File: src/hw/rtl/assert_macros.svh
// Assertion helpers shared by the RTL files.
// Both expect i_clk and i_rst_n in the module that uses them.
`ifndef ASSERT_MACROS_SVH
`define ASSERT_MACROS_SVH

// Implication checked on every rising edge outside reset.
`define CHECK_IMPLIES(label, ante, cons, msg) \
    label: assert property (@(posedge i_clk) disable iff (!i_rst_n) (ante) |-> (cons)) \
        else $error(msg);

// Invariant checked on every rising edge outside reset.
`define CHECK_ALWAYS(label, expr, msg) \
    label: assert property (@(posedge i_clk) disable iff (!i_rst_n) (expr)) \
        else $error(msg);

`endif

File: src/hw/rtl/owus_pkg.sv
`timescale 1ns / 1ps
`default_nettype none

package owus_pkg;

    // Transaction sizes in bytes, kept within 1..8.
    localparam int READ_BYTES  = 8;
    localparam int WRITE_BYTES = 3;

    localparam int READ_BYTES_C  = (READ_BYTES < 1) ? 1 : ((READ_BYTES > 8) ? 8 : READ_BYTES);
    localparam int WRITE_BYTES_C = (WRITE_BYTES < 1) ? 1 :
                                   ((WRITE_BYTES > 8) ? 8 : WRITE_BYTES);

    localparam logic [6:0] READ_LEN   = 7'(8 * READ_BYTES_C);
    localparam logic [6:0] WRITE_LEN  = 7'(8 * WRITE_BYTES_C);
    localparam logic [6:0] SERIAL_LEN = 7'd64;
    localparam logic [6:0] BYTE_LEN   = 7'd8;

    // Opcodes of an input transaction.
    localparam logic [1:0] OP_START = 2'd0;
    localparam logic [1:0] OP_POLL  = 2'd1;
    localparam logic [1:0] OP_ECHO  = 2'd2;

    // Result action.
    localparam logic ACT_SLOT = 1'b0;
    localparam logic ACT_DONE = 1'b1;

    // Result status.
    localparam logic [1:0] ST_OK          = 2'd0;
    localparam logic [1:0] ST_LINE_LOW    = 2'd1;
    localparam logic [1:0] ST_NO_PRESENCE = 2'd2;

    // UART bytes that form bus slots.
    localparam logic [7:0] RESET_SLOT = 8'hF0;
    localparam logic [7:0] ONE_SLOT   = 8'hFF;
    localparam logic [7:0] ZERO_SLOT  = 8'h00;

    // Sequencer phases.
    localparam logic [3:0] PH_IDLE   = 4'd0;
    localparam logic [3:0] PH_RESET  = 4'd1;
    localparam logic [3:0] PH_ROM    = 4'd2;
    localparam logic [3:0] PH_SERIAL = 4'd3;
    localparam logic [3:0] PH_FUNC   = 4'd4;
    localparam logic [3:0] PH_WRITE  = 4'd5;
    localparam logic [3:0] PH_READ   = 4'd6;
    localparam logic [3:0] PH_BUSY   = 4'd7;

    // 1-Wire command codes.
    localparam logic [7:0] CMD_READ_ROM     = 8'h33;
    localparam logic [7:0] CMD_MATCH_ROM    = 8'h55;
    localparam logic [7:0] CMD_SKIP_ROM     = 8'hCC;
    localparam logic [7:0] CMD_ALARM_SEARCH = 8'hEC;
    localparam logic [7:0] CMD_WRITE_PAD    = 8'h4E;
    localparam logic [7:0] CMD_READ_PAD     = 8'hBE;

    typedef struct packed {
        logic [1:0]  opcode;
        logic        line_high;
        logic [7:0]  rom_command;
        logic [63:0] serial_number;
        logic [7:0]  function_command;
        logic [23:0] write_data;
        logic [7:0]  echo_byte;
    } t_in_item;

    typedef struct packed {
        logic        action;
        logic [7:0]  slot_byte;
        logic        reset_baud;
        logic [1:0]  status;
        logic [63:0] read_data;
        logic        busy_res;
    } t_out_item;

endpackage

`default_nettype wire

File: src/hw/rtl/owus_in_stage.sv
`timescale 1ns / 1ps
`default_nettype none

// Input register: holds one transaction until the engine takes it.
module owus_in_stage (
    input  logic              i_clk,
    input  logic              i_rst_n,
    input  logic              i_valid,
    output logic              o_stall,
    input  owus_pkg::t_in_item i_item,
    input  logic              i_take,
    output logic              o_valid,
    output owus_pkg::t_in_item o_item
);
    import owus_pkg::*;

    logic     r_valid;
    t_in_item r_item;
    logic     accept;

    assign o_stall = r_valid && !i_take;
    assign accept  = i_valid && !o_stall;

    always_ff @(posedge i_clk) begin
        if (!i_rst_n) begin
            r_valid <= 1'b0;
        end else if (accept) begin
            r_valid <= 1'b1;
        end else if (i_take) begin
            r_valid <= 1'b0;
        end
    end

    always_ff @(posedge i_clk) begin
        if (accept) begin
            r_item <= i_item;
        end
    end

    assign o_valid = r_valid;
    assign o_item  = r_item;

endmodule

`default_nettype wire

File: src/hw/rtl/owus_engine.sv
`timescale 1ns / 1ps
`default_nettype none
`include "assert_macros.svh"

// Slot sequencer state and the next-state/result logic for one transaction.
module owus_engine (
    input  logic               i_clk,
    input  logic               i_rst_n,
    input  logic               i_take,
    input  owus_pkg::t_in_item  i_item,
    output logic               o_res_valid,
    output owus_pkg::t_out_item o_res
);
    import owus_pkg::*;

    logic [3:0]  r_phase, n_phase;
    logic [6:0]  r_cnt, n_cnt;
    logic [6:0]  cnt_inc;
    logic [7:0]  r_rom, n_rom;
    logic [7:0]  r_func, n_func;
    logic [63:0] r_serial, n_serial;
    logic [23:0] r_wdata, n_wdata;
    logic [63:0] r_shift, n_shift;
    logic        polling;

    function automatic logic [6:0] f_seg_len(input logic [3:0] ph);
        case (ph)
            PH_SERIAL: return SERIAL_LEN;
            PH_WRITE:  return WRITE_LEN;
            PH_READ:   return READ_LEN;
            default:   return BYTE_LEN;
        endcase
    endfunction

    function automatic logic [3:0] f_next_phase(input logic [3:0] ph,
                                                input logic [7:0] rom,
                                                input logic [7:0] func);
        logic [3:0] nxt;
        nxt = PH_IDLE;
        if (ph == PH_ROM) begin
            case (rom) inside
                CMD_READ_ROM, CMD_ALARM_SEARCH: nxt = PH_READ;
                CMD_MATCH_ROM:                  nxt = PH_SERIAL;
                CMD_SKIP_ROM:                   nxt = PH_FUNC;
                default:                        nxt = PH_IDLE;
            endcase
        end else if (ph == PH_SERIAL) begin
            nxt = PH_FUNC;
        end else if (ph == PH_FUNC) begin
            case (func)
                CMD_WRITE_PAD: nxt = PH_WRITE;
                CMD_READ_PAD:  nxt = PH_READ;
                default:       nxt = PH_IDLE;
            endcase
        end
        return nxt;
    endfunction

    // Byte for the slot that carries bit cnt of the given phase.
    function automatic logic [7:0] f_slot_byte(input logic [3:0]  ph,
                                               input logic [6:0]  cnt,
                                               input logic [7:0]  rom,
                                               input logic [63:0] serial,
                                               input logic [7:0]  func,
                                               input logic [23:0] wdata);
        logic [5:0] c;
        logic       b;
        c = cnt[5:0];
        case (ph)
            PH_ROM:    b = rom[c[2:0]];
            PH_SERIAL: b = serial[c];
            PH_FUNC:   b = func[c[2:0]];
            PH_WRITE:  b = (c < 6'd24) ? wdata[c[4:0]] : 1'b0;
            default:   b = 1'b1;
        endcase
        return b ? ONE_SLOT : ZERO_SLOT;
    endfunction

    always_comb begin
        n_phase     = r_phase;
        n_cnt       = r_cnt;
        n_rom       = r_rom;
        n_func      = r_func;
        n_serial    = r_serial;
        n_wdata     = r_wdata;
        n_shift     = r_shift;
        cnt_inc     = r_cnt + 7'd1;
        polling     = (r_phase == PH_BUSY);
        o_res_valid = 1'b0;
        o_res       = '0;

        unique case (i_item.opcode)
            OP_START: begin
                n_rom       = i_item.rom_command;
                n_serial    = i_item.serial_number;
                n_func      = i_item.function_command;
                n_wdata     = i_item.write_data;
                n_shift     = '0;
                n_cnt       = '0;
                o_res_valid = 1'b1;
                if (!i_item.line_high) begin
                    n_phase      = PH_IDLE;
                    o_res.action = ACT_DONE;
                    o_res.status = ST_LINE_LOW;
                end else begin
                    n_phase          = PH_RESET;
                    o_res.action     = ACT_SLOT;
                    o_res.slot_byte  = RESET_SLOT;
                    o_res.reset_baud = 1'b1;
                end
            end
            OP_POLL: begin
                n_shift         = '0;
                n_cnt           = '0;
                n_phase         = PH_BUSY;
                o_res_valid     = 1'b1;
                o_res.action    = ACT_SLOT;
                o_res.slot_byte = ONE_SLOT;
            end
            OP_ECHO: begin
                if (r_phase == PH_RESET) begin
                    o_res_valid = 1'b1;
                    if (i_item.echo_byte == RESET_SLOT || i_item.echo_byte == ZERO_SLOT) begin
                        n_phase         = PH_IDLE;
                        o_res.action    = ACT_DONE;
                        o_res.status    = ST_NO_PRESENCE;
                        o_res.read_data = r_shift;
                    end else begin
                        n_phase         = PH_ROM;
                        n_cnt           = '0;
                        o_res.action    = ACT_SLOT;
                        o_res.slot_byte = f_slot_byte(PH_ROM, 7'd0, r_rom, r_serial,
                                                      r_func, r_wdata);
                    end
                end else if (r_phase != PH_IDLE) begin
                    if ((r_phase == PH_READ || r_phase == PH_BUSY) &&
                        i_item.echo_byte == ONE_SLOT && !r_cnt[6]) begin
                        n_shift[r_cnt[5:0]] = 1'b1;
                    end
                    if (cnt_inc >= f_seg_len(r_phase)) begin
                        n_phase = f_next_phase(r_phase, r_rom, r_func);
                        n_cnt   = '0;
                    end else begin
                        n_cnt = cnt_inc;
                    end
                    o_res_valid = 1'b1;
                    if (n_phase == PH_IDLE) begin
                        o_res.action    = ACT_DONE;
                        o_res.status    = ST_OK;
                        o_res.read_data = n_shift;
                        o_res.busy_res  = polling && (n_shift == '0);
                    end else begin
                        o_res.action    = ACT_SLOT;
                        o_res.slot_byte = f_slot_byte(n_phase, n_cnt, r_rom, r_serial,
                                                      r_func, r_wdata);
                    end
                end
            end
            default: begin
            end
        endcase
    end

    always_ff @(posedge i_clk) begin
        if (!i_rst_n) begin
            r_phase <= PH_IDLE;
            r_cnt   <= '0;
        end else if (i_take) begin
            r_phase <= n_phase;
            r_cnt   <= n_cnt;
        end
    end

    always_ff @(posedge i_clk) begin
        if (i_take) begin
            r_rom    <= n_rom;
            r_func   <= n_func;
            r_serial <= n_serial;
            r_wdata  <= n_wdata;
            r_shift  <= n_shift;
        end
    end

    `CHECK_IMPLIES(a_idle_cnt_clear, r_phase == PH_IDLE, r_cnt == 7'd0,
                   "slot count not clear in idle")
    `CHECK_ALWAYS(a_cnt_in_segment, r_cnt < SERIAL_LEN,
                  "slot count ran past its segment")

endmodule

`default_nettype wire

File: src/hw/rtl/one_wire_uart_slot_sequencer.sv
// Path: the input register holds the accepted transaction, and its result is then
//   held in the result register for o_out_item.
// Throughput: one transaction per cycle while the result channel is not stalled;
//   the engine settles each step combinationally between the two registers.
// A stray echo or an unused opcode yields no result; the result register stays empty.
// Reset (i_rst_n low, synchronous): phase to idle, slot count and both valids cleared.
`timescale 1ns / 1ps
`default_nettype none
`include "assert_macros.svh"

module one_wire_uart_slot_sequencer (
    input  logic               i_clk,
    input  logic               i_rst_n,
    // input channel
    input  logic               i_in_valid,
    output logic               o_in_stall,
    input  owus_pkg::t_in_item  i_in_item,
    // result channel
    output logic               o_out_valid,
    input  logic               i_out_stall,
    output owus_pkg::t_out_item o_out_item
);
    import owus_pkg::*;

    logic      in_valid;
    t_in_item  in_item;
    logic      take;
    logic      res_valid;
    t_out_item res;

    logic      r_out_valid;
    t_out_item r_out_item;

    // Input register; stalls upstream only while its transaction waits.
    owus_in_stage u_in_stage (
        .i_clk   (i_clk),
        .i_rst_n (i_rst_n),
        .i_valid (i_in_valid),
        .o_stall (o_in_stall),
        .i_item  (i_in_item),
        .i_take  (take),
        .o_valid (in_valid),
        .o_item  (in_item)
    );

    // The held transaction moves on when the result register is empty or
    // being emptied this cycle; the state update happens at the same edge.
    assign take = in_valid && (!r_out_valid || !i_out_stall);

    owus_engine u_engine (
        .i_clk       (i_clk),
        .i_rst_n     (i_rst_n),
        .i_take      (take),
        .i_item      (in_item),
        .o_res_valid (res_valid),
        .o_res       (res)
    );

    // Result register. Transactions with no result leave it empty.
    always_ff @(posedge i_clk) begin
        if (!i_rst_n) begin
            r_out_valid <= 1'b0;
        end else if (take) begin
            r_out_valid <= res_valid;
        end else if (!i_out_stall) begin
            r_out_valid <= 1'b0;
        end
    end

    always_ff @(posedge i_clk) begin
        if (take && res_valid) begin
            r_out_item <= res;
        end
    end

    assign o_out_valid = r_out_valid;
    assign o_out_item  = r_out_item;

    `CHECK_IMPLIES(a_stall_from_output, o_in_stall, o_out_valid && i_out_stall,
                   "input stalled without output backpressure")
    `CHECK_IMPLIES(a_reset_baud_slot, o_out_valid && o_out_item.reset_baud,
                   (o_out_item.slot_byte == RESET_SLOT) && (o_out_item.action == ACT_SLOT),
                   "reset baud on a non-reset slot")
    `CHECK_IMPLIES(a_finish_clean, o_out_valid && (o_out_item.action == ACT_DONE),
                   (o_out_item.slot_byte == ZERO_SLOT) && !o_out_item.reset_baud,
                   "finish result carries slot fields")

endmodule

`default_nettype wire
File: config.mk
export PLATFORM = sky130hd
export DESIGN_NAME = one_wire_uart_slot_sequencer
export DESIGN_NICKNAME = d
export VERILOG_FILES = /design/src/hw/rtl/owus_pkg.sv /design/src/hw/rtl/owus_in_stage.sv /design/src/hw/rtl/owus_engine.sv /design/src/hw/rtl/one_wire_uart_slot_sequencer.sv
export VERILOG_INCLUDE_DIRS = /design/src /design/src/hw/rtl
export SDC_FILE = /design/constraint.sdc
export NUM_CORES = 1
export LEC_CHECK = 0
export ABC_AREA = 1
export BUFFER_PORTS_ARGS = -buffer_cell sky130_fd_sc_hd__buf_4
export CORE_MARGIN = 2
export CORE_UTILIZATION = 58
export DETAILED_ROUTE_END_ITERATION = 10
export GPL_ROUTABILITY_DRIVEN = 0
export GPL_TIMING_DRIVEN = 1
export PLACE_DENSITY_LB_ADDON = 0.15
export SLEW_MARGIN = 0
export SYNTH_ARGS = -nofsm -noshare
export SYNTH_HDL_FRONTEND = slang
export SYNTH_SLANG_ARGS = --single-unit
File: constraint.sdc
create_clock -name i_clk -period 9.06 [get_ports i_clk]
set_input_delay 1.812 -clock i_clk [delete_from_list [all_inputs] [get_ports i_clk]]
set_output_delay 1.812 -clock i_clk [all_outputs]
set_load 0.05 [all_outputs]
## Word level (Yosys, flattened, before mapping)

Cells that the tools add are included.

| cells by class | value |
|---|---|
| $add $sub $neg | 1 |
| magnitude comparators | 7 |
| equal/unequal tests | 26 |
| muxes and demuxes | 78 |
| bitwise gates (word level) | 4 |
| reductions and logical operators | 32 |

Operators by type and width:

| cell | number |
|---|---|
| $mux 64 | 6 |
| $mux 66 | 2 |
| $pmux 64 s2 | 1 |
| $mux 7 | 10 |
| $mux 67 | 1 |
| $mux 65 | 1 |
| $logic_not 64->1 | 1 |
| $or 64x64->64 | 1 |
| $mux 4 | 11 |
| $eq 8x8->1 const B | 5 |
| $mux 8 | 4 |
| $pmux 7 s2 | 2 |
| $mux 9 | 3 |
| $pmux 9 s3 | 1 |
| $eq 4x3->1 const B | 6 |
| $mux 1 | 24 |
| $eq 4x2->1 const B | 4 |
| $eq 8x7->1 const B | 2 |
| $lt 6x7->1 const B | 2 |
| $pmux 4 s3 | 1 |
| $eq 8x6->1 const B | 1 |
| $logic_and 1x1->1 | 8 |
| $logic_not 8->1 | 1 |
| $reduce_and 4->1 | 2 |
| 35 further kinds | 48 |

| word-level totals | value |
|---|---|
| register bits | 373 |
| input bits | 119 |
| output and inout port bits | 79 |
| logic and storage cells | 170 |

## Depth between registers and ports, before layout

Gate-level depths: netlist (run 1).

| logic depth | value |
|---|---|
| depth after elaboration | 24 |
| depth in mapped cells | 27 |
| gate-level depth less buffers | 26 |

## Modules after synthesis

A second synthesis (run 1) with hierarchy kept.

| unflattened totals | value |
|---|---|
| cells, all modules | 1204 |
| area, all modules | 15179.6 um^2 |

By module, submodules not included:

| module | instances | cells an instance | area each (um^2) | seq. area each (um^2) |
|---|---|---|---|---|
| owus_engine | 1 | 994 | 9307.7 | 5265.0 |
| owus_in_stage | 1 | 123 | 3503.4 | 3473.3 |
| one_wire_uart_slot_sequencer | 1 | 87 | 2368.5 | 2332.2 |

## Worst setup path after synthesis (run 1)

OpenSTA, ideal clock, no wires.

| timing path | value |
|---|---|
| path type | input to register |
| start | input port i_out_stall |
| end | register r_out_item (netlist bit o_out_item[0]) (enable) |
| library setup time | 0.590 ns |
| data arrival time | 6.956 ns |
| data required time | 8.470 ns |
| slack | 1.514 ns |
| cell stages on the path | 5 |
| buffers on the path | 0 |
| cells stage by stage | nand2_1 inv_1 nor2_1 inv_1 nor3_1 |

| on the way | value |
|---|---|
| cells in the longest elaborated chain, start to end | 4 |

RTL lines:

| item | RTL line | source |
|---|---|---|
| start, declared | one_wire_uart_slot_sequencer.sv:20 | `input logic i_out_stall,` |
| $logic_not 1->1 | - |  |
| $logic_or 1x1->1 | one_wire_uart_slot_sequencer.sv:48 | `assign take = in_valid && (!r_out_valid \|\| !i_out_stall);` |
| $logic_and 1x1->1 | one_wire_uart_slot_sequencer.sv:48 |  |
| $logic_and 1x1->1 | one_wire_uart_slot_sequencer.sv:71 | `if (take && res_valid) begin` |
| end signal, assigned | one_wire_uart_slot_sequencer.sv:72 | `r_out_item <= res;` |
| end, declared | one_wire_uart_slot_sequencer.sv:32 | `t_out_item r_out_item;` |

No other way between the ends.
A chain may end at the register's enable or synchronous reset.

## Final worst setup path (run 1)

| timing path | value |
|---|---|
| start | register u_engine.r_cnt[0] |
| end | register r_out_item (netlist bit o_out_item[74]), data pin |

| on the way | value |
|---|---|
| cells in the longest elaborated chain, start to end | 19 |
| elaborated cells on any way between the ends | 35 |
| classes of those cells | add/sub (1); order compare (2); eq/ne (4); mux (27); reduce/logical (1) |

RTL lines:

| item | RTL line | source |
|---|---|---|
| start, declared | owus_engine.sv:17 | `logic [6:0] r_cnt, n_cnt;` |
| start signal, assigned | owus_engine.sv:170 | `r_cnt <= n_cnt;` |
| $add 7x1->7 (*) | owus_engine.sv:87 | `cnt_inc = r_cnt + 7'd1;` |
| $ge 7x7->1 | owus_engine.sv:140 | `if (cnt_inc >= f_seg_len(r_phase)) begin` |
| $mux 7 | owus_engine.sv:140 |  |
| $mux 7 | owus_engine.sv:135 | `end else if (r_phase != PH_IDLE) begin` |
| $mux 7 | owus_engine.sv:121 | `if (r_phase == PH_RESET) begin` |
| $mux 7 | owus_engine.sv:92 | `unique case (i_item.opcode)` |
| $bmux 1 s5 | owus_engine.sv:73 | `PH_WRITE: b = (c < 6'd24) ? wdata[c[4:0]] : 1'b0;` |
| $mux 1 (not written as such) | owus_engine.sv:73 |  |
| (+3 left out) | - |  |
| $mux 1 | owus_engine.sv:135 |  |
| $mux 1 | owus_engine.sv:121 |  |
| $mux 1 | owus_engine.sv:92 |  |
| $mux 8 | owus_engine.sv:76 | `return b ? ONE_SLOT : ZERO_SLOT;` |
| $mux 8 (*) | owus_engine.sv:147 | `if (n_phase == PH_IDLE) begin` |
| $mux 9 (*) | owus_engine.sv:135 |  |
| $mux 9 (*) | owus_engine.sv:121 |  |
| $pmux 9 s3 (*) | owus_engine.sv:92 |  |

Mark *: on every way between the ends. The rest lies on a longest branch, timed or not. The select of a mux whose other input is x is not followed.

==> results of run 1 <==
-- power by group --
part | internal [W] | switching [W] | leakage [nW]
Sequential | 0.00193 | 0.0000226 | 3.49
Clock | 0.000888 | 0.000613 | 0.580
Combinational | 0.0000674 | 0.000115 | 2.84
Total | 0.00288 | 0.000750 | 6.90
-- area by class of cell --
cell class              instances  area [um^2]  share of cell area (%)
flip-flops and latches        367        10900                    59.9
multi-input cells             698         3530                    19.4
repair buffers                207         1550                    8.55
clock buffers                  47          983                    5.41
inverters                     152          581                    3.19
well taps                     335          419                    2.31
clock inverters                20          214                    1.18
-- layer usage --
metal  track usage [%]  routed length (um)  share of wire, %  up-vias
met4              6.45                 816               2.6        0
met3              4.21                2200               6.9       68
li1                  -                   -                 -     4856
met1              30.5               12900                41     4758
met5                 0                   0                 0        -
met2              39.3               15800                50      407
-- layout by cell type, fill, tap and decap left out, types with 3 or more instances in the layout --
cell        synthesis  layout
inv_1             146     144
o211ai_1            8       8
nor2_1            106     104
nor4_1             13      13
inv_4               3       4
edfxtp_1          354     354
a21oi_1            78      78
nand4_1            39      39
dfxtp_1            13      13
bufinv_16           0       4
nand3_1            95      95
xor2_1              4       4
nor3_1             26      24
clkbuf_1           21       8
buf_4               9     207
ha_1                8       8
o21ai_0            19      19
nand3_2             3       3
nand2_1           220     220
inv_2               3       3
clkinv_1            0       5
nand3_4             3       3
inv_6               0       3
clkbuf_16           0      37
clkinvlp_4          0       3
clkinv_2            0       6
a31o_2              7       7
o21bai_1           47      47
-- cell families (layout without fill, tap and decap cells) --
logic type,Yosys count,after routing
AND/OR/NAND/NOR,516,516
flip-flops,367,367
buffers and inverters,210,426
AO/OA/AOI/OAI,170,170
adder cells (fa/ha/maj),8,8
XOR/XNOR,4,4
-- through the flow --
stage	instance area (um^2)	utilization (%)	hold slack, ps	setup WS [ps]
finish	18200	69.7	413	4440
global route	18200	69.7	423	4040
CTS	18200	69.7	415	4480
detailed placement	17000	65.1	405	4530
global placement	17000	65.1	401	4720
floorplan	15400	-	400	1510
-- how the worst max path moves through the flow --
| stage | start | endpoint | slack [ps] |
|---|---|---|---|
| after detailed placement | u_engine.r_cnt[0] | o_out_item[74] | 4530 |
| final | u_engine.r_cnt[0] | o_out_item[74] | 4440 |
| after CTS | u_engine.r_cnt[0] | o_out_item[74] | 4480 |
| after floorplan | i_out_stall | o_out_item[0] | 1510 |
| after global placement | u_engine.r_cnt[0] | o_out_item[74] | 4720 |
| after global routing | u_engine.r_cnt[0] | o_out_item[74] | 4040 |
-- flip-flops by register name, indices dropped and copies added (netlist names) --
register	cells
u_engine.r_cnt	7
u_engine.r_phase	4
u_engine.r_serial	64
u_engine.r_rom	8
u_engine.r_func	8
o_out_item	71
u_engine.r_shift	64
u_in_stage.o_item	115
u_engine.r_wdata	24
u_in_stage.o_valid	1
o_out_valid	1
-- Yosys cell counts --
cell type and number:
a211oi_1 2, a21boi_1 1, a21oi_1 78, a22oi_1 2
a31o_2 7, a31oi_1 2, buf_1 2, buf_2 11
buf_4 9, buf_6 14, buf_8 1, clkbuf_1 21
dfxtp_1 13, edfxtp_1 354, ha_1 8, inv_1 146
inv_2 3, inv_4 3, nand2_1 220, nand2_2 2
nand2_4 1, nand3_1 95, nand3_2 3, nand3_4 3
nand4_1 39, nor2_1 106, nor2_2 2, nor3_1 26
nor3b_1 1, nor4_1 13, nor4_2 1, o211ai_1 8
o21ai_0 19, o21bai_1 47, o21bai_2 1, o21bai_4 1
o22ai_1 2, or2_0 1, or2_1 1, or2_2 1
or3_1 1, xor2_1 4
==> impl_metrics.json, run 1 <==
{
  "ys_seq_area_share_pct": 70.9,
  "timing.setup.tns_ps": 0,
  "dr_total_vias": 10089,
  "drt_iter0_drc": 1099,
  "synth_cell_types": 42,
  "cp_cell_sequence": "ha_1 -> nand3_1 -> xor2_1 -> inv_1 -> ha_1 -> nand2_1 -> nand2_1 -> o21bai_4 -> nand3_2 -> buf_4 -> inv_1 -> nand2_1 -> o211ai_1 -> o211ai_1 -> nand3_1 -> nand2_1 -> nor2_1 -> nand2_1 -> nand2_1 -> nand2_1 -> nand2_1 -> nand2_1",
  "final.period_utilization_pct": 51.0,
  "drt-vias-per-instance": 5.53,
  "final_hold_viol_count": 0,
  "finalNonFillerCells": 1826,
  "drv_slew": 0,
  "ir_drop_uv": 165,
  "rsz0062_at_grt": "no",
  "slew_headroom_pct": 33.0,
  "timing.rr.start": "u_engine.r_cnt[0]",
  "critical_path_depth": 22,
  "cp_max_fo": 35,
  "finClkSkew_ps": 19.8,
  "syn_inst": 1275,
  "yosys.area_share.simple_pct": 15.1,
  "worstHoldPathType": "reg2reg",
  "synth_fa_ha_area_share_pct": 0.652,
  "r2r_slack_ps": 4440,
  "grt_first_pass_wirelength_mm": 51.1,
  "numClockSinks": 367,
  "clk-insertion-delay-late_ps": 520,
  "cp.buffers_inverters": 3,
  "antenna_found_initial": 0,
  "dieArea_mm2": 0.0278,
  "cts_tree": "built",
  "grt_pass1_vias": 9867,
  "max_stage_delay_ps": 670,
  "clk_pin_slew_worst_paths_ps": 70,
  "ys_top_cells_by_area": "edfxtp_1 (69%), nand2_1 (5.4%), inv_1 (3.6%)",
  "rr_worst_depth": 22,
  "postCtsHoldBufs": 0,
  "crit_path_frequent_cell": "nand2_1",
  "core_mm2": 0.0261,
  "r2r-end": "o_out_item[74]",
  "synthXorXnorAreaFrac_pct": 0.228,
  "period_minus_slack_ps": 4620,
  "wl_mm": 31.7,
  "cp-end-kind": "register",
  "drt-wirelength-per-cell_um": 17.4,
  "p_leak_nw": 6.90,
  "whs_endpoint": "u_engine.r_serial[33]",
  "worst_pin_slew_ps": 1010,
  "syn2layout_area_growth_pct": 18.3,
  "ctsResizeCount": 0,
  "synth_compound_area_share_pct": 6.85,
  "max_freq_mhz": 216,
  "layout-drive-gt1-share_pct": 19.8,
  "die_w_um": 167,
  "yosys.area.top_type_share_pct": 69.2,
  "syn_nets": 1402,
  "htreeDepth": 2,
  "cts_root_buf": "clkbuf_16",
  "cts_buffers": 37,
  "fp-row-count": 59,
  "ant_nets": 0,
  "portBuffers": 197,
  "n_antenna_cell": 0,
  "cellPowerDensity_mw_per_mm2": 200,
  "hold_depth": 0,
  "required_ps": 9320,
  "synth_area_mm2": 0.0154,
  "cts_buffer_depth": 3,
  "pin_count": 198,
  "yosys_warnings": 0,
  "status": "finished clean",
  "cp.arrival_ps": 4880,
  "grt_max_degree": 82,
  "power.total_w": 0.00363,
  "slowest_stage": "o21bai_4",
  "path_class": "reg2reg",
  "hp-start": "u_in_stage.o_item[73]",
  "synth_mux_area_share_pct": 0,
  "setup_violations": 0,
  "hpwl_mm": 20.9,
  "grt.overflow.total": 0,
  "worstSetupStartpointType": "register",
  "cts_setup_buffers": 0,
  "drtPass1Iterations": 5,
  "avgSynthCellArea_um2": 12.0,
  "fillers": 1866,
  "path_delay_family": "simple AND/OR/NAND/NOR gates",
  "nNetsFinal": 1590,
  "placed_cells": 1759,
  "grt_usage_pct": 23.0,
  "max_cap_viol_count": 0,
  "drc": 0,
  "synth_area_leader_cell": "edfxtp_1",
  "synth_seq_cells": 367,
  "synth_top_family_by_area": "simple AND/OR/NAND/NOR gates",
  "initial_core_util_pct": 58.9,
  "die_height_um": 167
}
(Power assumes the default switching activity.)
==> inputs of run 2 (changes only) <==
- ABC_AREA: 1 -> 0
- CORE_UTILIZATION: 58 -> 52
- clock period: 9.06 -> 3.71 ns (I/O delays scaled with it)
==> run 2 against run 1 <==
  * Count of clock-buffer cells in the layout stayed put
  * Global-route usage rose by 0.76 points
  * Sequential share of layout area down 3.2 points
  * Sequential power rose by 140%
  * Routed wire length rose by 17%
  * Flip-flop and latch count is the same
  * First-iteration DRC count is 2.3% lower
  * Non-clock buffer count increased by 73
  * Largest power group unchanged
  * Largest cell class unchanged
  * Fmax increased by 29%
==> impl_metrics.json, run 2 <==
{
  "syn_inst": 1137,
  "crit_path_frequent_cell": "buf_4",
  "synth_seq_cells": 367,
  "grt_first_pass_wirelength_mm": 57.2,
  "synth.most_common_cell": "edfxtp_1",
  "final_hold_viol_count": 0,
  "grt_max_degree": 70,
  "utilization_pct": 65.0,
  "setup_violations": 0,
  "die_height_um": 177,
  "synthXorXnorAreaFrac_pct": 0.449,
  "max_stage_delay_ps": 600,
  "cp.arrival_ps": 3840,
  "worst_pin_slew_ps": 892,
  "synthArstFlopShare_pct": 0,
  "ys_seq_area_share_pct": 69.8,
  "drtPass1Iterations": 5,
  "synth_compound_area_share_pct": 12.5,
  "n_antenna_cell": 0,
  "initial_core_util_pct": 52.8,
  "hold_ws_ps": 393,
  "worstHoldPathType": "in2reg",
  "switching_share_pct": 20.7,
  "syn2layout_area_growth_pct": 23.1,
  "mostFrequentLayoutCells": "edfxtp_1 (354), buf_4 (271), a21oi_1 (89)",
  "clk-insertion-delay-late_ps": 520,
  "synth_mux_area_share_pct": 1.96,
  "p_seq_share_pct": 54.0,
  "wl_mm": 37.1,
  "met3_length_mm": 2.99,
  "fp-row-count": 63,
  "hpwl_mm": 25.2,
  "ant_nets": 0,
  "grt.overflow.total": 0,
  "max_freq_mhz": 280,
  "cts_buffer_depth": 3,
  "synth_cell_types": 79,
  "path_class": "reg2reg",
  "grt_usage_pct": 23.7,
  "worstSetupStartpointType": "register",
  "fillers": 2197,
  "synth_edf_count": 354,
  "antenna_found_initial": 0,
  "avgSynthCellArea_um2": 13.7,
  "drt_iter0_drc": 1074,
  "critPathLaunch": "u_engine.r_cnt[4]",
  "timing.rr.start": "u_engine.r_cnt[4]",
  "finClkSkew_ps": 13.1,
  "cts_buffers": 38,
  "status": "finished clean",
  "clk_pin_slew_worst_paths_ps": 60,
  "met1_length_mm": 15.3,
  "cellPowerDensity_mw_per_mm2": 459,
  "slowest_stage": "a222oi_1",
  "synth_top_family_by_area": "compound AO/OA/AOI/OAI gates",
  "grt_pass1_vias": 10215,
  "p_comb_share_pct": 5.3,
  "cp-endpoint": "o_out_item[71]",
  "slew_headroom_pct": 40.4,
  "layout-drive-gt1-share_pct": 26.7,
  "cp_cell_sequence": "and2_1 -> nand4_1 -> xnor2_1 -> ha_1 -> buf_4 -> nor2_2 -> buf_12 -> mux2i_2 -> o21ai_0 -> a222oi_1 -> nor4bb_4 -> o211ai_1 -> buf_4 -> a211oi_1",
  "dr_wl_met2_mm": 17.7,
  "r2r-end": "o_out_item[71]",
  "pin_count": 198,
  "synth_fa_ha_area_share_pct": 0.642,
  "max_cap_viol_count": 0,
  "cp-end-kind": "register",
  "yosys_warnings": 0,
  "numClockSinks": 367,
  "power.total_w": 0.00882,
  "yosys.area.top_type_share_pct": 68.1,
  "setup_ws_ps": 137,
  "dieArea_mm2": 0.0314,
  "yosys.area_share.simple_pct": 11.8,
  "dpl_cell_area_mm2": 0.0179,
  "final.period_utilization_pct": 96.3,
  "drt-wirelength-per-cell_um": 20.7,
  "dr_total_vias": 10594,
  "ys_top_cells_by_count": "edfxtp_1 (354), a21oi_1 (91), nor2_1 (72)",
  "r2r_slack_ps": 140,
  "final_area_mm2": 0.0192,
  "core_mm2": 0.0296,
  "synth_area_mm2": 0.0156,
  "required_ps": 3970,
  "synth_area_leader_cell": "edfxtp_1",
  "postCtsHoldBufs": 0,
  "cp_max_fo": 17,
  "period_minus_slack_ps": 3570,
  "nNetsFinal": 1500,
  "largest_reg_flops": 115,
  "synth_ff_type": "edfxtp_1",
  "p_leak_nw": 6.62,
  "drv_slew": 0,
  "die_w_um": 177,
  "drt-vias-per-instance": 5.92,
  "top_layer": "met4",
  "portBuffers": 197,
  "pwr-share-clk_pct": 40.7,
  "cts_root_buf": "clkbuf_16",
  "rr_worst_depth": 14,
  "internal_power_w": 0.00699,
  "htreeDepth": 2,
  "drc": 0,
  "ys_top_cells_by_area": "edfxtp_1 (68%), a21oi_1 (2.9%), nor2b_1 (2.8%)",
  "ir_drop_uv": 413,
  "power.switching_w": 0.00183,
  "syn_nets": 1264,
  "place_ws_ps": -236,
  "cts_tree": "built",
  "final_common_cell": "edfxtp_1"
}
-- run 2: layer usage --
metal,GRT usage (%),vias up
met2,38.8,538
met1,32.6,5068
met5,0,-
met4,7.40,0
li1,-,4893
met3,4.19,95
-- run 2: cells by family (layout without fill, tap and decap cells) --
kind of cell               after synthesis  in the layout
xor gates and xnor gates                 8              8
buffers and inverters                   96            358
DFF                                    367            367
adders and majority gates                8              8
muxes                                   24             24
and+or+nand+nor                        343            343
AOI/OAI and AO/OA                      291            291
-- run 2: cell type report --
type | count | area [um^2] | share of cell area [%]
timing repair buffer | 280 | 2200 | 11.4
multi-input combinational | 674 | 4420 | 23.0
clock inverter | 19 | 185 | 0.964
tap | 390 | 488 | 2.54
sequential | 367 | 10900 | 56.7
inverter | 12 | 45.0 | 0.234
clock buffer | 47 | 985 | 5.13
-- run 2: through the flow --
step | TNS, ps | cells
2_1_floorplan | 0 | 1137
3_3_place_gp | -381 | 1715
3_5_place_dp | -3300 | 1715
4_1_cts | 0 | 1782
5_1_grt | -26.9 | 1789
6_report | 0 | 1789
-- run 2: worst min path at each step --
stage,startpoint,to,slack [ps],depth (start not counted)
global placement,u_in_stage.o_item[82],u_engine.r_serial[42],400,0
detailed placement,u_in_stage.o_item[56],u_engine.r_serial[16],400,0
CTS,i_in_item[89],u_in_stage.o_item[89],370,1
floorplan,u_in_stage.o_item[32],u_engine.r_func[0],400,0
finish,i_in_item[86],u_in_stage.o_item[86],390,1
global route,i_in_item[100],u_in_stage.o_item[100],370,1
-- run 2: power by group through the flow --
| stage | registers [W] | logic (W) | clock network, W |
|---|---|---|---|
| finish | 0.00477 | 0.000465 | 0.00359 |
| global route | 0.00478 | 0.000501 | 0.00383 |
| CTS | 0.00477 | 0.000464 | 0.00365 |
| detailed placement | 0.00485 | 0.000462 | 0 |
| global placement | 0.00485 | 0.000457 | 0 |
| floorplan | 0.00491 | 0.000169 | 0 |
-- run 2: repair_timing --
action | in CTS | in global routing
resized for setup | 3 | 20
pin swaps | 1 | 6
buffers inserted | 1 | 7
setup endpoints to repair | 35 | 55
-- run 2: worst max-delay path: cells and delay by family (launching register included) --
family | cells | cell delay [ps]
AO/OA/AOI/OAI | 4 | 960
AND/OR/NAND/NOR | 4 | 630
buffers and inverters | 3 | 590
flip-flops | 1 | 430
adder cells (fa/ha/maj) | 1 | 280
multiplexers | 1 | 250
XOR/XNOR | 1 | 170
==> inputs of run 3 (changes only) <==
- CORE_MARGIN: 2 -> unset
==> run 3 against run 2 <==
  * Final cell count decreased by 0.84%
  * Clock skew hardly changed
  * Flip-flop and latch count stayed put
  * Routed wire length shrank 1.6%
  * Critical path depth increased by 1
  * Combinational power is 0.9% lower
  * Hold slack improved by 3.4 ps
  * Utilization fell by 0.30 points
  * Register-to-register slack got worse by 30 ps
  * Global-route usage down 0.18 points
  * Clock power is 2% lower
  * Count of clock-buffer cells in the layout decreased by 7
==> impl_metrics.json, run 3 (same netlist as run 2, synthesis figures left out) <==
{
  "core_mm2": 0.0296,
  "final.period_utilization_pct": 97.2,
  "ant_nets": 0,
  "max_freq_mhz": 277,
  "drc": 0,
  "finalNonFillerCells": 1774,
  "timing.rr.start": "u_engine.r_cnt[3]",
  "grt.overflow.total": 0,
  "critical_path_depth": 15,
  "utilization_pct": 64.7,
  "cp-end-kind": "register",
  "grt_pass1_vias": 10006,
  "fp-row-count": 63,
  "max_stage_delay_ps": 460,
  "cts_root_buf": "clkbuf_16",
  "layout-drive-gt1-share_pct": 25.9,
  "required_ps": 3950,
  "final_hold_viol_count": 0,
  "htreeDepth": 2,
  "r2r_slack_ps": 100,
  "drtPass1Iterations": 6,
  "slew_headroom_pct": 49.9,
  "cts_buffers": 38,
  "nNetsFinal": 1486,
  "worst_pin_slew_ps": 745,
  "clk_pin_slew_worst_paths_ps": 70,
  "dieArea_mm2": 0.0307,
  "max_cap_viol_count": 0,
  "drt-wirelength-per-cell_um": 20.6,
  "grt_first_pass_wirelength_mm": 55.8,
  "n_antenna_cell": 0,
  "status": "finished clean",
  "final_common_cell": "edfxtp_1",
  "cts_tree": "built",
  "placed_cells": 1705,
  "p_leak_nw": 6.54,
  "slowest_stage": "dfxtp_1",
  "hold_ws_ps": 397,
  "crit_path_frequent_cell": "buf_4",
  "path_delay_family": "compound AO/OA/AOI/OAI gates",
  "grt_max_degree": 72,
  "cp-endpoint": "o_out_item[71]",
  "die_w_um": 175,
  "path_class": "reg2reg",
  "drt-vias-per-instance": 5.95,
  "worstSetupStartpointType": "register",
  "clk-insertion-delay-late_ps": 520,
  "drt_iter0_drc": 1271,
  "die_height_um": 175,
  "dr_total_vias": 10558,
  "critPathLaunch": "u_engine.r_cnt[3]",
  "fillers": 2207,
  "cp.buffers_inverters": 4,
  "wl_mm": 36.5,
  "setup_violations": 0,
  "finClkSkew_ps": 13.5,
  "pin_count": 198,
  "worstHoldPathType": "in2reg",
  "ir_drop_uv": 397,
  "cp.arrival_ps": 3850,
  "initial_core_util_pct": 52.8,
  "rr_worst_depth": 15,
  "timing.setup.tns_ps": 0,
  "power.total_w": 0.00875,
  "cellPowerDensity_mw_per_mm2": 457,
  "largest_reg_flops": 115,
  "cts_buffer_depth": 3,
  "hpwl_mm": 24.6,
  "antenna_found_initial": 0,
  "drv_slew": 0,
  "cp_max_fo": 12,
  "r2r-end": "o_out_item[71]",
  "grt_usage_pct": 23.6,
  "period_minus_slack_ps": 3610,
  "postCtsHoldBufs": 0,
  "numClockSinks": 367,
  "mostFrequentLayoutCells": "edfxtp_1 (354), buf_4 (253), a21oi_1 (89)",
  "syn2layout_area_growth_pct": 22.6,
  "cp_cell_sequence": "and2_1 -> nand4_1 -> xnor2_1 -> ha_1 -> buf_4 -> inv_1 -> buf_4 -> nand2_1 -> buf_4 -> a211oi_1 -> o31ai_1 -> a221oi_1 -> o31ai_1 -> o211ai_1 -> a211oi_1",
  "portBuffers": 197
}
## run 3: cell types whose count changed in the layout (fill, tap and decap cells not counted), sizes merged
cell	delta
buf	-15
clkinv	+7
clkbuf	-6
bufinv	-2
clkinvlp	+1
## run 3: report_power, final
group,internal (W),switching (W),total (W)
logic,0.000188,0.000273,0.000461
clock network,0.00198,0.00154,0.00352
registers,0.00470,0.0000614,0.00476
## run 3: worst min-delay path by stage
stage	to	depth (start not counted)	slack, ps	startpoint
after floorplan	u_engine.r_func[0]	0	400	u_in_stage.o_item[32]
final	u_in_stage.o_item[93]	1	400	i_in_item[93]
after global placement	u_engine.r_serial[9]	0	400	u_in_stage.o_item[49]
after global routing	u_in_stage.o_item[87]	1	380	i_in_item[87]
after CTS	u_in_stage.o_item[59]	1	380	i_in_item[59]
after detailed placement	u_engine.r_serial[21]	0	400	u_in_stage.o_item[61]
## run 3: through the flow
stage	cell area, um^2	setup slack (ps)
2_1_floorplan	15600	89.1
3_3_place_gp	17800	72.3
3_5_place_dp	17800	-50.1
4_1_cts	19000	12.3
5_1_grt	19100	-35.0
6_report	19100	102
## run 3: per-layer routing
| metal | track usage, % | share of wire [%] |
|---|---|---|
| met4 | 7.32 | 2.8 |
| met1 | 32.4 | 42 |
| met5 | 0 | 0 |
| met3 | 3.87 | 7.6 |
| met2 | 38.5 | 48 |
## run 3: final cells by class
type | instances | area (um^2) | area share, %
Tap cell | 390 | 488 | 2.55
Clock inverter | 25 | 158 | 0.824
Inverter | 12 | 45.0 | 0.236
Timing Repair Buffer | 266 | 2150 | 11.2
Clock buffer | 40 | 980 | 5.12
Sequential cell | 367 | 10900 | 57.0
Multi-Input combinational cell | 674 | 4410 | 23.1
## run 3: what timing repair did
item	CTS	global route
setup buffers	0	3
pin swaps	0	6
resized for setup	1	18
hold endpoints to repair	0	0
gates cloned	0	1
endpoints found under the setup margin	2	59
